**src/hdl/ifdd_pkg.sv**
```systemverilog
// Package with the byte codes, event codes and limits of the frame receiver.
package ifdd_pkg;

    localparam int MAX_BODY  = 4096;
    localparam int LEN_W     = 13;
    localparam int ADDR_W    = 3;

    typedef logic [7:0]       t_byte;
    typedef logic [LEN_W-1:0] t_len;

    localparam t_byte B_FLAG = 8'h7E;
    localparam t_byte B_ESC  = 8'h7D;
    localparam t_byte B_XOR  = 8'h20;
    localparam t_byte C_SET  = 8'h03;
    localparam t_byte C_UA   = 8'h07;
    localparam t_byte C_DISC = 8'h0B;
    localparam t_byte C_I0   = 8'h00;
    localparam t_byte C_I1   = 8'h80;
    localparam t_byte C_RR0  = 8'hAA;
    localparam t_byte C_RR1  = 8'hAB;
    localparam t_byte C_REJ0 = 8'h54;
    localparam t_byte C_REJ1 = 8'h55;

    localparam logic [2:0] EV_PAYLOAD  = 3'd0;
    localparam logic [2:0] EV_ACCEPT   = 3'd1;
    localparam logic [2:0] EV_REJECT   = 3'd2;
    localparam logic [2:0] EV_HDR_ERR  = 3'd3;
    localparam logic [2:0] EV_CONNECT  = 3'd4;
    localparam logic [2:0] EV_DISCONN  = 3'd5;

    localparam logic REG_LINK_ADDRESS = 1'b0;
    localparam logic REG_MAX_BODY_LEN = 1'b1;

    localparam t_byte RST_LINK_ADDRESS = 8'h03;
    localparam t_len  MAX_BODY_LEN     = t_len'(MAX_BODY);

endpackage

```
**src/hdl/info_frame_deframer_destuffer.sv**
```systemverilog
// Receiver for byte-stuffed link frames with address, control, header check and XOR body check.
//
//   channel   direction  handshake               payload
//   in        input      i_in_valid / o_in_stall  i_rx_byte
//   out       output     o_out_valid / i_out_stall o_event_code, o_payload_byte,
//                                                 o_send_reply, o_reply_control,
//                                                 o_frame_length
//   config    input      APB write/read           paddr, pwdata, prdata
//
// One byte per cycle while the result is not stalled; an accepted byte is held in the input
// register, and its result is loaded into the result register when the parse stage advances.
// Reset is synchronous and active low; it clears the parser, the registers to their
// defaults, and both pipeline valid bits. A stalled result holds the parse stage, and
// the input register still takes one more byte before the input side stalls.
module info_frame_deframer_destuffer (
    input  logic                          i_clk,
    input  logic                          i_rst_n,
    input  logic                          i_in_valid,
    output logic                          o_in_stall,
    input  logic [7:0]                    i_rx_byte,
    output logic                          o_out_valid,
    input  logic                          i_out_stall,
    output logic [2:0]                    o_event_code,
    output logic [7:0]                    o_payload_byte,
    output logic                          o_send_reply,
    output logic [7:0]                    o_reply_control,
    output logic [ifdd_pkg::LEN_W-1:0]    o_frame_length,
    input  logic                          psel,
    input  logic                          penable,
    input  logic                          pwrite,
    input  logic [ifdd_pkg::ADDR_W-1:0]   paddr,
    input  logic [31:0]                   pwdata,
    output logic [31:0]                   prdata,
    output logic                          pready
);
    import ifdd_pkg::*;

    localparam logic [2:0] ST_WAIT = 3'd0;
    localparam logic [2:0] ST_FLAG = 3'd1;
    localparam logic [2:0] ST_ADDR = 3'd2;
    localparam logic [2:0] ST_CTRL = 3'd3;
    localparam logic [2:0] ST_BODY = 3'd4;
    localparam logic [2:0] ST_ESC  = 3'd5;

    // Configuration registers.
    t_byte r_link_address;
    t_len  r_max_body_len;

    // Input register.
    logic  r_in_valid;
    t_byte r_in_byte;

    // Parser state.
    logic [2:0] r_state,      n_state;
    logic       r_seq,        n_seq;
    t_byte      r_held,       n_held;
    logic       r_held_valid, n_held_valid;
    t_byte      r_check,      n_check;
    t_len       r_count,      n_count;
    logic       r_overlong,   n_overlong;

    // Result register.
    logic       r_out_valid,  n_out_valid;
    logic [2:0] r_event,      n_event;
    t_byte      r_pay,        n_pay;
    logic       r_reply,      n_reply;
    t_byte      r_rctl,       n_rctl;
    t_len       r_len,        n_len;

    logic  proc_go;
    logic  cfg_wr;
    t_len  limit;
    t_byte take_val;
    logic  take;

    assign pready      = 1'b1;
    assign cfg_wr      = psel & penable & pwrite;
    assign proc_go     = r_in_valid & (~r_out_valid | ~i_out_stall);
    assign o_in_stall  = r_in_valid & ~proc_go;
    assign limit       = (r_max_body_len > MAX_BODY_LEN) ? MAX_BODY_LEN : r_max_body_len;

    always_comb begin
        unique case (paddr[2])
            REG_LINK_ADDRESS: prdata = {24'd0, r_link_address};
            REG_MAX_BODY_LEN: prdata = {{(32-LEN_W){1'b0}}, r_max_body_len};
            default:          prdata = 32'd0;
        endcase
    end

    always_ff @(posedge i_clk) begin
        if (!i_rst_n) begin
            r_link_address <= RST_LINK_ADDRESS;
            r_max_body_len <= MAX_BODY_LEN;
        end else if (cfg_wr) begin
            unique case (paddr[2])
                REG_LINK_ADDRESS: r_link_address <= pwdata[7:0];
                REG_MAX_BODY_LEN: r_max_body_len <= pwdata[LEN_W-1:0];
                default: ;
            endcase
        end
    end

    always_comb begin
        n_state      = r_state;
        n_seq        = r_seq;
        n_held       = r_held;
        n_held_valid = r_held_valid;
        n_check      = r_check;
        n_count      = r_count;
        n_overlong   = r_overlong;
        n_out_valid  = 1'b0;
        n_event      = EV_PAYLOAD;
        n_pay        = 8'd0;
        n_reply      = 1'b0;
        n_rctl       = 8'd0;
        n_len        = '0;
        take         = 1'b0;
        take_val     = r_in_byte;

        unique case (r_state)
            ST_WAIT: begin
                if (r_in_byte == B_FLAG) n_state = ST_FLAG;
            end
            ST_FLAG: begin
                // The address compare wins even when the address equals the flag.
                if (r_in_byte == r_link_address) n_state = ST_ADDR;
                else if (r_in_byte != B_FLAG)    n_state = ST_WAIT;
            end
            ST_ADDR: begin
                if (r_in_byte == C_I0 || r_in_byte == C_I1) begin
                    n_seq   = (r_in_byte == C_I1);
                    n_state = ST_CTRL;
                end else if (r_in_byte == B_FLAG) begin
                    n_state = ST_FLAG;
                end else if (r_in_byte == C_SET) begin
                    n_state     = ST_WAIT;
                    n_out_valid = 1'b1;
                    n_event     = EV_CONNECT;
                    n_reply     = 1'b1;
                    n_rctl      = C_UA;
                end else if (r_in_byte == C_DISC) begin
                    n_state     = ST_WAIT;
                    n_out_valid = 1'b1;
                    n_event     = EV_DISCONN;
                    n_reply     = 1'b1;
                    n_rctl      = C_DISC;
                end else begin
                    n_state = ST_WAIT;
                end
            end
            ST_CTRL: begin
                if (r_in_byte == (r_link_address ^ (r_seq ? C_I1 : C_I0))) begin
                    n_state      = ST_BODY;
                    n_held       = 8'd0;
                    n_held_valid = 1'b0;
                    n_check      = 8'd0;
                    n_count      = '0;
                    n_overlong   = 1'b0;
                end else if (r_in_byte == B_FLAG) begin
                    n_state = ST_FLAG;
                end else begin
                    n_state     = ST_WAIT;
                    n_out_valid = 1'b1;
                    n_event     = EV_HDR_ERR;
                end
            end
            ST_BODY: begin
                if (r_in_byte == B_FLAG) begin
                    n_out_valid = 1'b1;
                    n_reply     = 1'b1;
                    n_len       = r_count - t_len'(r_held_valid);
                    if (!r_overlong && r_held_valid && r_held == r_check) begin
                        n_state = ST_WAIT;
                        n_event = EV_ACCEPT;
                        n_rctl  = r_seq ? C_RR1 : C_RR0;
                    end else begin
                        n_state = ST_FLAG;
                        n_event = EV_REJECT;
                        n_rctl  = r_seq ? C_REJ1 : C_REJ0;
                    end
                end else if (r_in_byte == B_ESC) begin
                    n_state = ST_ESC;
                end else begin
                    take = 1'b1;
                end
            end
            ST_ESC: begin
                n_state = ST_BODY;
                take    = 1'b1;
                if (r_in_byte != B_ESC && r_in_byte != B_FLAG) take_val = r_in_byte ^ B_XOR;
            end
            default: n_state = ST_WAIT;
        endcase

        // Body bytes are delivered one late so that the check byte never leaves.
        if (take) begin
            if (r_overlong || r_count >= limit) begin
                n_overlong = 1'b1;
            end else begin
                if (r_held_valid) begin
                    n_out_valid = 1'b1;
                    n_event     = EV_PAYLOAD;
                    n_pay       = r_held;
                    n_check     = r_check ^ r_held;
                end
                n_held       = take_val;
                n_held_valid = 1'b1;
                n_count      = r_count + t_len'(1);
            end
        end
    end

    always_ff @(posedge i_clk) begin
        if (!i_rst_n) begin
            r_in_valid   <= 1'b0;
            r_state      <= ST_WAIT;
            r_seq        <= 1'b0;
            r_held       <= 8'd0;
            r_held_valid <= 1'b0;
            r_check      <= 8'd0;
            r_count      <= '0;
            r_overlong   <= 1'b0;
            r_out_valid  <= 1'b0;
        end else begin
            if (!o_in_stall) r_in_valid <= i_in_valid;
            if (proc_go) begin
                r_state      <= n_state;
                r_seq        <= n_seq;
                r_held       <= n_held;
                r_held_valid <= n_held_valid;
                r_check      <= n_check;
                r_count      <= n_count;
                r_overlong   <= n_overlong;
                r_out_valid  <= n_out_valid;
            end else if (!i_out_stall) begin
                r_out_valid  <= 1'b0;
            end
        end
    end

    always_ff @(posedge i_clk) begin
        if (!o_in_stall && i_in_valid) r_in_byte <= i_rx_byte;
        if (proc_go) begin
            r_event <= n_event;
            r_pay   <= n_pay;
            r_reply <= n_reply;
            r_rctl  <= n_rctl;
            r_len   <= n_len;
        end
    end

    assign o_out_valid     = r_out_valid;
    assign o_event_code    = r_event;
    assign o_payload_byte  = r_pay;
    assign o_send_reply    = r_reply;
    assign o_reply_control = r_rctl;
    assign o_frame_length  = r_len;

endmodule

```
**config.mk**
```make
export PLATFORM = sky130hd
export DESIGN_NAME = info_frame_deframer_destuffer
export DESIGN_NICKNAME = d
export VERILOG_FILES = /design/src/hdl/ifdd_pkg.sv /design/src/hdl/info_frame_deframer_destuffer.sv
export SDC_FILE = /design/constraint.sdc
export NUM_CORES = 1
export LEC_CHECK = 0
export ABC_AREA = 1
export BUFFER_PORTS_ARGS = -buffer_cell sky130_fd_sc_hd__buf_2
export CAP_MARGIN = 5
export CORE_UTILIZATION = 59
export DETAILED_ROUTE_END_ITERATION = 8
export GPL_ROUTABILITY_DRIVEN = 0
export GPL_TIMING_DRIVEN = 1
export PLACE_DENSITY = 0.89
export SYNTH_ARGS = -nofsm -noshare
export SYNTH_HDL_FRONTEND = slang
export SYNTH_SLANG_ARGS = --single-unit
```
**constraint.sdc**
```tcl
create_clock -name i_clk -period 7.05 [get_ports i_clk]
set_input_delay 0.705 -clock i_clk [delete_from_list [all_inputs] [get_ports i_clk]]
set_output_delay 0.705 -clock i_clk [all_outputs]
set_load 0.03 [all_outputs]
```
## Yosys cells after proc, flatten, opt, wreduce, memory -nomap -nowiden

Index checks and enable logic that the tools add are counted.

| storage, ports and cells | value |
|---|---|
| output and inout port bits | 68 |
| word-level logic and storage cells | 144 |
| register bits after elaboration | 99 |
| input port bits | 50 |

| cells by class | value |
|---|---|
| bitwise operators | 14 |
| reduce and logical (&&, ||, !) cells | 16 |
| mux-type cells | 74 |
| $lt $le $gt $ge | 2 |
| add/subtract/negate cells | 2 |
| equality and inequality tests | 19 |

Operators by type and width:

| kind | count |
|---|---|
| $mux 8 | 12 |
| $mux 13 | 5 |
| $pmux 32 s2 | 1 |
| $mux 3 | 13 |
| $mux 1 | 26 |
| $eq 8x8->1 | 3 |
| $pmux 3 s6 | 1 |
| $eq 8x7->1 const B | 2 |
| $mux 4 | 4 |
| $ne 8x7->1 const B | 2 |
| $pmux 8 s2 | 1 |
| $xor 8x8->8 | 2 |
| $add 13x1->13 const B | 1 |
| $ge 13x13->1 | 1 |
| $gt 13x13->1 const B | 1 |
| $sub 13x1->13 | 1 |
| $mux 6 | 2 |
| $mux 2 | 5 |
| $pmux 3 s3 | 1 |
| $eq 8x2->1 const B | 1 |
| $eq 8x4->1 const B | 1 |
| $eq 8x8->1 const B | 1 |
| $logic_not 8->1 | 1 |
| $not 1->1 | 7 |
| 18 further kinds | 32 |

## Longest topological paths before layout

Gate-level depths: netlist of run 1.

| depth | value |
|---|---|
| depth after elaboration | 10 |
| mapped depth | 21 |
| depth with buffers taken out | 20 |

## Worst setup path after synthesis of run 1

Ideal clock, no wire load.

| path | value |
|---|---|
| path kind | register -> register |
| start | register r_max_body_len[4] |
| end | register r_held[3] |
| setup time | 0.070 ns |
| path buffers | 2 |
| clock period less this slack | 2.548 ns |
| stages on the path, launching flop included | 21 |
| arrival | 2.478 ns |
| path slack | 4.502 ns |
| path through | dfxtp_1 nor4_1 nand2_1 nor3_1 a21oi_1 clkinv_1 nand2_1 ha_1 nand2_1 inv_1 nand2_1 nand2_1 a21oi_2 nand3_2 nor2_4 nand2_2 buf_6 nor2_4 buf_6 nand2_1 a21oi_1 |

| on the way | value |
|---|---|
| longest elaborated chain between the ends | 6 |

RTL lines:

| what | RTL line | RTL |
|---|---|---|
| start, declared | info_frame_deframer_destuffer.sv:47 | `t_len r_max_body_len;` |
| start signal, assigned | info_frame_deframer_destuffer.sv:97 | `REG_MAX_BODY_LEN: r_max_body_len <= pwdata[LEN_W-1:0];` |
| $gt 13x13->1 | info_frame_deframer_destuffer.sv:80 | `assign limit = (r_max_body_len > MAX_BODY_LEN) ? MAX_BODY_LEN : r_max_body_len;` |
| $mux 13 * | info_frame_deframer_destuffer.sv:80 |  |
| $ge 13x13->1 * | info_frame_deframer_destuffer.sv:197 | `if (r_overlong \|\| r_count >= limit) begin` |
| $logic_or 1x1->1 * | info_frame_deframer_destuffer.sv:197 |  |
| $mux 8 * | info_frame_deframer_destuffer.sv:197 |  |
| $mux 8 * | info_frame_deframer_destuffer.sv:196 | `if (take) begin` |
| end signal, assigned | info_frame_deframer_destuffer.sv:229 | `r_held <= n_held;` |
| end, declared | info_frame_deframer_destuffer.sv:56 | `t_byte r_held, n_held;` |

Mark *: on every way between the ends. The rest lies on a longest branch, timed or not.
A chain may end at the register's enable or synchronous reset.

## Worst setup path after layout of run 1

| path | value |
|---|---|
| start | register r_max_body_len[5] |
| end | register r_held[5] |

Same word-level chain as after synthesis.

==> impl_metrics.ini, run 1 <==
[clocking]
htreeDepth = 3
cts_setup_buffers = 0
clockBufferDepth = 2
cts_inserted_buffers = 9
numClockSinks = 97
cts_tree = yes
clk_pin_slew_worst_paths_ns = 0.09
ctsResizeCount = 0
cts_root_buf = clkbuf_8
postCtsHoldBufs = 0
worstSkewPairLatency_ns = 0.37

[floorplan]
io_pins = 118
dieArea_um2 = 9390
fp-row-count = 34
start_util_pct = 60.9
fp.coreArea_um2 = 8720
die_w_um = 96.9
die_h_um = 96.9

[power_and_ir_drop]
cellLeakagePower_nw = 2.59
power.density_nw_per_um2 = 193
intPower_uw = 814
p_switching_uw = 309
pwr-share-seq_pct = 54.9
clkPwrFrac_pct = 33.4
p_comb_share_pct = 11.7
max-vdd-ir-drop_mv = 0.141
swShare_pct = 27.5

[sta]
max_freq_mhz = 285
maxSlewViolCount = 0
rsz0062_at_grt = no
tightest_slew_ns = 0.758
fin_crit_ns = 3.51
finalSetupViolations = 0
finClkSkew_ns = 0.0135
relSlewSlack_pct = 49.4
period_share_pct = 49.8
setup-tns-final_ns = 0
finalHoldViolations = 0

[yosys]
synth_seq_area_share_pct = 43.9
synth_warnings = 0
syn-cell-area_um2 = 5310
yosysMostFrequentCell = nand2_1
ys_types = 32
ys_top_cells_by_area = edfxtp_1, dfxtp_1, nand2_1
synth.largest_area_cell = edfxtp_1
netlist_instances = 709
synthArstFlopShare_pct = 0
synth_top_area_share_pct = 22.0
ys_ff_latch = 97
yosys-top-cells-count = nand2_1, nor2_1, inv_1, o21ai_0, dfxtp_1
syn_area_per_cell_um2 = 7.49
synth_edf_count = 39
synthFlopType = dfxtp_1

[worst_hold_path]
holdPathStages = 2
min_path_type = register to register

[layout]
final-instance-count-excl-fill = 881
final_nets = 834
final_cell_area_um2 = 5820
n_antenna_cell = 0
final_layout_size_suffix_gt1_share_pct = 14.2
area_delta_synth_final_pct = 9.61

[drt]
wl_per_cell_um = 13.5
postRouteAntennaNets = 0
drt_first_iter_violations = 303
dr_total_vias = 4820
drtPass1Iterations = 5
wirelength_um = 11900
vias_per_cell = 5.47
drc = 0

[outcome]
outcome = completed

[global_routing]
overflow = 0
grt_pass1_vias = 4592
grt_max_degree = 63
antenna_found_initial = 0
grt_usage_pct = 26.0
grt_pass1_wl_um = 20100

[critical_path]
required_ns = 7.27
path_class = register to register
endpoint_kind = register
setup.worst_path.start_class = register
path_max_fanout = 14
ff2ff_path_depth = 19
crit_arrival_ns = 3.73

[place]
dp.cells = 865
portBuffers = 76
place_hpwl_um = 8590
dpl_cell_area_um2 = 5620

[job]
cap_violations = 0
## cells in the final DEF, fill, tap and decap left out, drive strengths merged
cell | netlist | routed
o311a | 1 | 1
a21o | 1 | 1
a21oi | 58 | 58
nor3 | 12 | 12
a31oi | 1 | 1
nand3 | 40 | 40
nor2 | 90 | 90
nand4 | 22 | 22
xnor2 | 3 | 3
o21ai | 62 | 62
edfxtp | 39 | 39
inv | 88 | 89
conb | 2 | 20
nand2 | 151 | 151
nor4 | 2 | 2
clkinv | 1 | 2
dfxtp | 58 | 58
buf | 30 | 77
bufinv | 0 | 1
clkbuf | 17 | 11
or2 | 2 | 2
clkinvlp | 0 | 2
ha | 16 | 16
xor2 | 13 | 13
## registers in the layout (all words and copies together) (netlist names), 3 cells and up
| signal | count |
|---|---|
| o_event_code | 3 |
| o_frame_length | 13 |
| o_payload_byte | 8 |
| o_reply_control | 6 |
| r_check | 8 |
| r_count | 13 |
| r_held | 8 |
| r_in_byte | 8 |
| r_link_address | 8 |
| r_max_body_len | 13 |
| r_state | 3 |
## logic make-up (layout without fill, tap and decap cells)
logic type                 count (synthesis)  in the layout  share of synthesized area [%]
buffers and inverters                    136            182                           11.8
AOI/OAI and AO/OA                        123            123                           11.8
DFF                                       97             97                           43.9
adders and majority gates                 16             16                           3.77
and+or+nand+nor                          319            319                           26.0
other                                      2             20                          0.141
xor gates and xnor gates                  16             16                           2.64
## critical path, cell delays in order, from the launching register on
cell and delay (ns):
dfxtp_1 0.36, nor4_1 0.30, nand2_1 0.09, nor3_1 0.21, a21oi_1 0.14, clkinv_1 0.18, nand2_1 0.09, ha_1 0.32
nand2_1 0.11, nor2_1 0.06, nand2_1 0.06, nand3_1 0.06, nand2_1 0.09, nand3_2 0.10, nor2_4 0.31, nand2_2 0.27
nand2_2 0.19, nand2_2 0.21, nand2_1 0.13, a21oi_1 0.07
## per-layer routing
metal / part of all wire, % / global-route usage [%]
met1: 43 / 32.9
met5: 0 / 0
met4: 1.9 / 11.7
met2: 47 / 43.4
met3: 7.5 / 4.48
## final timing paths
kind / from / endpoint / slack [ns]
max: r_max_body_len[5] / r_held[5] / 3.54
min: r_in_valid / o_out_valid / 0.48
max reg2reg: r_max_body_len[5] / r_held[5] / 3.54
min reg2reg: r_in_valid / o_out_valid / 0.48
## layout make-up
class | count | area [um^2]
clock buffers | 11 | 141
fillers | 729 | 2900
clock inverters | 5 | 62.6
well taps | 108 | 135
inverters | 89 | 334
multi-input cells | 494 | 2430
flip-flops and latches | 97 | 2330
repair buffers | 77 | 388
## through the flow
step	total power [mW]	hold WS, ns	worst slack (ns)	utilization, %
global placement	0.753	0.450	3.70	64.4
finish	1.12	0.477	3.54	66.8
floorplan	0.732	0.439	4.50	-
detailed placement	0.760	0.465	3.60	64.4
CTS	1.12	0.479	3.58	66.8
global route	1.16	0.490	3.25	66.8
## power by group through the flow
stage	Sequential [mW]	Combinational, mW	Clock, mW
2_1_floorplan	0.637	0.0952	0
3_3_place_gp	0.628	0.125	0
3_5_place_dp	0.629	0.131	0
4_1_cts	0.616	0.131	0.378
5_1_grt	0.619	0.146	0.398
6_report	0.616	0.132	0.375
(Power assumes the default switching activity.)
==> run 2, diff against run 1 <==
--- a/config.mk
+++ b/config.mk
@@ -5,14 +5,14 @@
 export SDC_FILE = /design/constraint.sdc
 export NUM_CORES = 1
 export LEC_CHECK = 0
-export ABC_AREA = 1
+export ABC_AREA = 0
 export BUFFER_PORTS_ARGS = -buffer_cell sky130_fd_sc_hd__buf_2
 export CAP_MARGIN = 5
-export CORE_UTILIZATION = 59
+export CORE_UTILIZATION = 54
 export DETAILED_ROUTE_END_ITERATION = 8
 export GPL_ROUTABILITY_DRIVEN = 0
 export GPL_TIMING_DRIVEN = 1
-export PLACE_DENSITY = 0.89
+export PLACE_DENSITY = 0.83
 export SYNTH_ARGS = -nofsm -noshare
 export SYNTH_HDL_FRONTEND = slang
 export SYNTH_SLANG_ARGS = --single-unit
==> constraint.sdc (replaced) <==
create_clock -name i_clk -period 3.3 [get_ports i_clk]
set_input_delay 0.33 -clock i_clk [delete_from_list [all_inputs] [get_ports i_clk]]
set_output_delay 0.33 -clock i_clk [all_outputs]
set_load 0.03 [all_outputs]
==> run 2 against run 1 <==
- non-clock buffer count grew 6
- sequential share of layout area grew 1.1 points
- synthesized cell count decreased by 20%
- sequential power is 110% higher
- count of clock-buffer cells in the layout shrank 1
- largest cell class unchanged
- die area up 5.3%
- first-iteration DRC count decreased by 13%
- highest routed layer unchanged
- clock skew shrank 0.0017 ns
==> impl_metrics.ini, run 2 <==
[outcome]
outcome = completed

[critical_path]
crit_arrival_ns = 3.26
worst-path-buf-inv = 2
r2r_start = r_max_body_len[12]
rrSetupSlack_ns = 0.35
ff2ff_path_depth = 10
critPathMaxStageDelay_ns = 0.40
path_cells = inv_1 > nand2_1 > ha_1 > a21oi_1 > o21ai_0 > a221oi_2 > nand3_1 > buf_4 > or3_1 > a21oi_1
reg2reg_to = r_count[12]
path_max_fanout = 14
path_class = register to register
endpoint_kind = register
crit_path_frequent_cell = a21oi_1
cp_top_family = simple AND/OR/NAND/NOR gates
cp_slowest_cell = a221oi_2
setup.worst_path.start_class = register
required_ns = 3.61

[sta]
period_share_pct = 89.4
worst_slack_ns = 0.349
maxSlewViolCount = 0
rsz0062_at_grt = no
finalSetupViolations = 0
hold_ws_ns = 0.130
setup-tns-final_ns = 0
tightest_slew_ns = 0.891
max_freq_mhz = 339
relSlewSlack_pct = 40.4
finClkSkew_ns = 0.0119
finalHoldViolations = 0
fin_crit_ns = 2.95

[place]
portBuffers = 76
place_hpwl_um = 8180
dp_slack_ns = 0.370

[worst_hold_path]
holdPathStages = 1
hold_start = i_rx_byte[2]
min_path_type = input port to register
hold_end = r_in_byte[2]

[layout]
mostFrequentLayoutCell = nand2_1
area_delta_synth_final_pct = 10.6
final_layout_size_suffix_gt1_share_pct = 18.7
final_nets = 693
n_antenna_cell = 0
layout_common_cells = nand2_1, buf_2, dfxtp_1
final_util_pct = 61.6

[clocking]
ctsResizeCount = 0
cts_inserted_buffers = 9
worstSkewPairLatency_ns = 0.37
htreeDepth = 3
clk_pin_slew_worst_paths_ns = 0.10
cts_root_buf = clkbuf_8
cts_tree = yes
cts_setup_buffers = 0
numClockSinks = 97
postCtsHoldBufs = 0
clockBufferDepth = 2

[power_and_ir_drop]
intPower_mw = 1.61
cellLeakagePower_nw = 2.30
max-vdd-ir-drop_mv = 0.262
pwr-share-seq_pct = 58.5
clkPwrFrac_pct = 33.6
swShare_pct = 26.5
p_switching_uw = 581
power.density_nw_per_um2 = 387
p_comb_share_pct = 7.9

[yosys]
ys_types = 58
synth_edf_count = 39
yosys-top-cells-count = nand2_1, dfxtp_1, a21oi_1, edfxtp_1, nor2_1
ys_top_cells_by_area = edfxtp_1, dfxtp_1, nand2_1
synth_warnings = 0
synth_seq_area_share_pct = 45.5
netlist_instances = 564
ys_ff_latch = 97
syn-cell-area_um2 = 5120
synthFlopType = dfxtp_1
synth.largest_area_cell = edfxtp_1
syn_area_per_cell_um2 = 9.09
yosysMostFrequentCell = nand2_1
synth_top_area_share_pct = 22.9
synthArstFlopShare_pct = 0

[global_routing]
antenna_found_initial = 0
grt_max_degree = 44
grt_pass1_vias = 3883
grt_usage_pct = 23.8
overflow = 0
grt_pass1_wl_um = 18400

[drt]
drc = 0
vias_per_cell = 5.75
dr_total_vias = 4274
wl_per_cell_um = 15.2
wirelength_um = 11300
drt_first_iter_violations = 265
drtPass1Iterations = 4
postRouteAntennaNets = 0

[floorplan]
start_util_pct = 55.7
fp-row-count = 35
die_w_um = 99.4
fp.coreArea_um2 = 9200
io_pins = 118
dieArea_um2 = 9880
die_h_um = 99.4

[job]
cap_violations = 0
run 2: cell count changes in the layout (fill, tap and decap cells not counted), sizes merged, moves of 13 or more:
cell | previous run | this run
nor2 | 90 | 27
inv | 89 | 21
o21ai | 62 | 16
nand2 | 151 | 80
nand4 | 22 | 9
nand3 | 40 | 25
nor3 | 12 | 28
and3 | 0 | 20
run 2: worst reg2reg max path, cell delays in order (launching register included):
cell      delay [ns]
dfxtp_1         0.32
inv_1           0.31
nand2_1         0.11
ha_1            0.31
a21oi_1         0.15
o21ai_0         0.13
a221oi_2        0.40
nand3_1         0.39
buf_4           0.29
or3_1           0.34
a21oi_1         0.13
run 2: stage by stage:
stage	power, mW	area [um^2]	instances
floorplan	1.45	5190	582
global placement	1.48	5480	727
detailed placement	1.48	5480	727
CTS	2.20	5670	743
global route	2.27	5670	743
finish	2.19	5670	743
run 2: cell families (layout without fill, tap and decap cells):
| logic type | after synthesis | count (layout) | share of synthesized area [%] |
|---|---|---|---|
| AO/OA/AOI/OAI | 105 | 105 | 12.8 |
| XOR/XNOR | 26 | 26 | 4.74 |
| flip-flops | 97 | 97 | 45.5 |
| adder cells (fa/ha/maj) | 16 | 16 | 3.91 |
| other | 2 | 20 | 0.147 |
| AND/OR/NAND/NOR | 240 | 240 | 23.9 |
| buffers and inverters | 69 | 119 | 7.01 |
| multiplexers | 9 | 9 | 1.95 |
run 2: final cells by class:
| cell class | instances | area (um^2) |
|---|---|---|
| Timing Repair Buffer | 83 | 433 |
| Inverter | 20 | 75.1 |
| Clock buffer | 10 | 138 |
| Clock inverter | 6 | 50.0 |
| Fill cell | 797 | 3530 |
| Tap cell | 111 | 139 |
| Sequential cell | 97 | 2330 |
| Multi-Input combinational cell | 416 | 2500 |
run 2: routing by layer:
metal | wire length, um | global-route usage, % | up-vias
met1 | 5000 | 32.1 | 1972
met5 | 0 | 0 | -
met2 | 5170 | 37.6 | 188
met3 | 853 | 3.51 | 21
met4 | 261 | 11.8 | 0
li1 | - | - | 2093
run 2: worst max path at each step:
| stage | start | end | slack, ns | depth (start not counted) |
|---|---|---|---|---|
| after CTS | r_max_body_len[12] | r_count[12] | 0.36 | 10 |
| final | r_max_body_len[12] | r_count[12] | 0.35 | 10 |
| after global routing | r_max_body_len[12] | r_count[12] | 0.06 | 10 |
| after global placement | r_max_body_len[12] | r_count[12] | 0.49 | 10 |
| after floorplan | r_max_body_len[12] | r_held[2] | 0.86 | 12 |
| after detailed placement | r_max_body_len[12] | r_count[12] | 0.37 | 10 |
run 2: power by group through the flow:
stage / Clock (mW) / Sequential (mW) / Combinational [mW]
2_1_floorplan: 0 / 1.32 / 0.126
6_report: 0.737 / 1.28 / 0.172
3_3_place_gp: 0 / 1.31 / 0.167
3_5_place_dp: 0 / 1.31 / 0.171
5_1_grt: 0.799 / 1.29 / 0.185
4_1_cts: 0.746 / 1.28 / 0.171
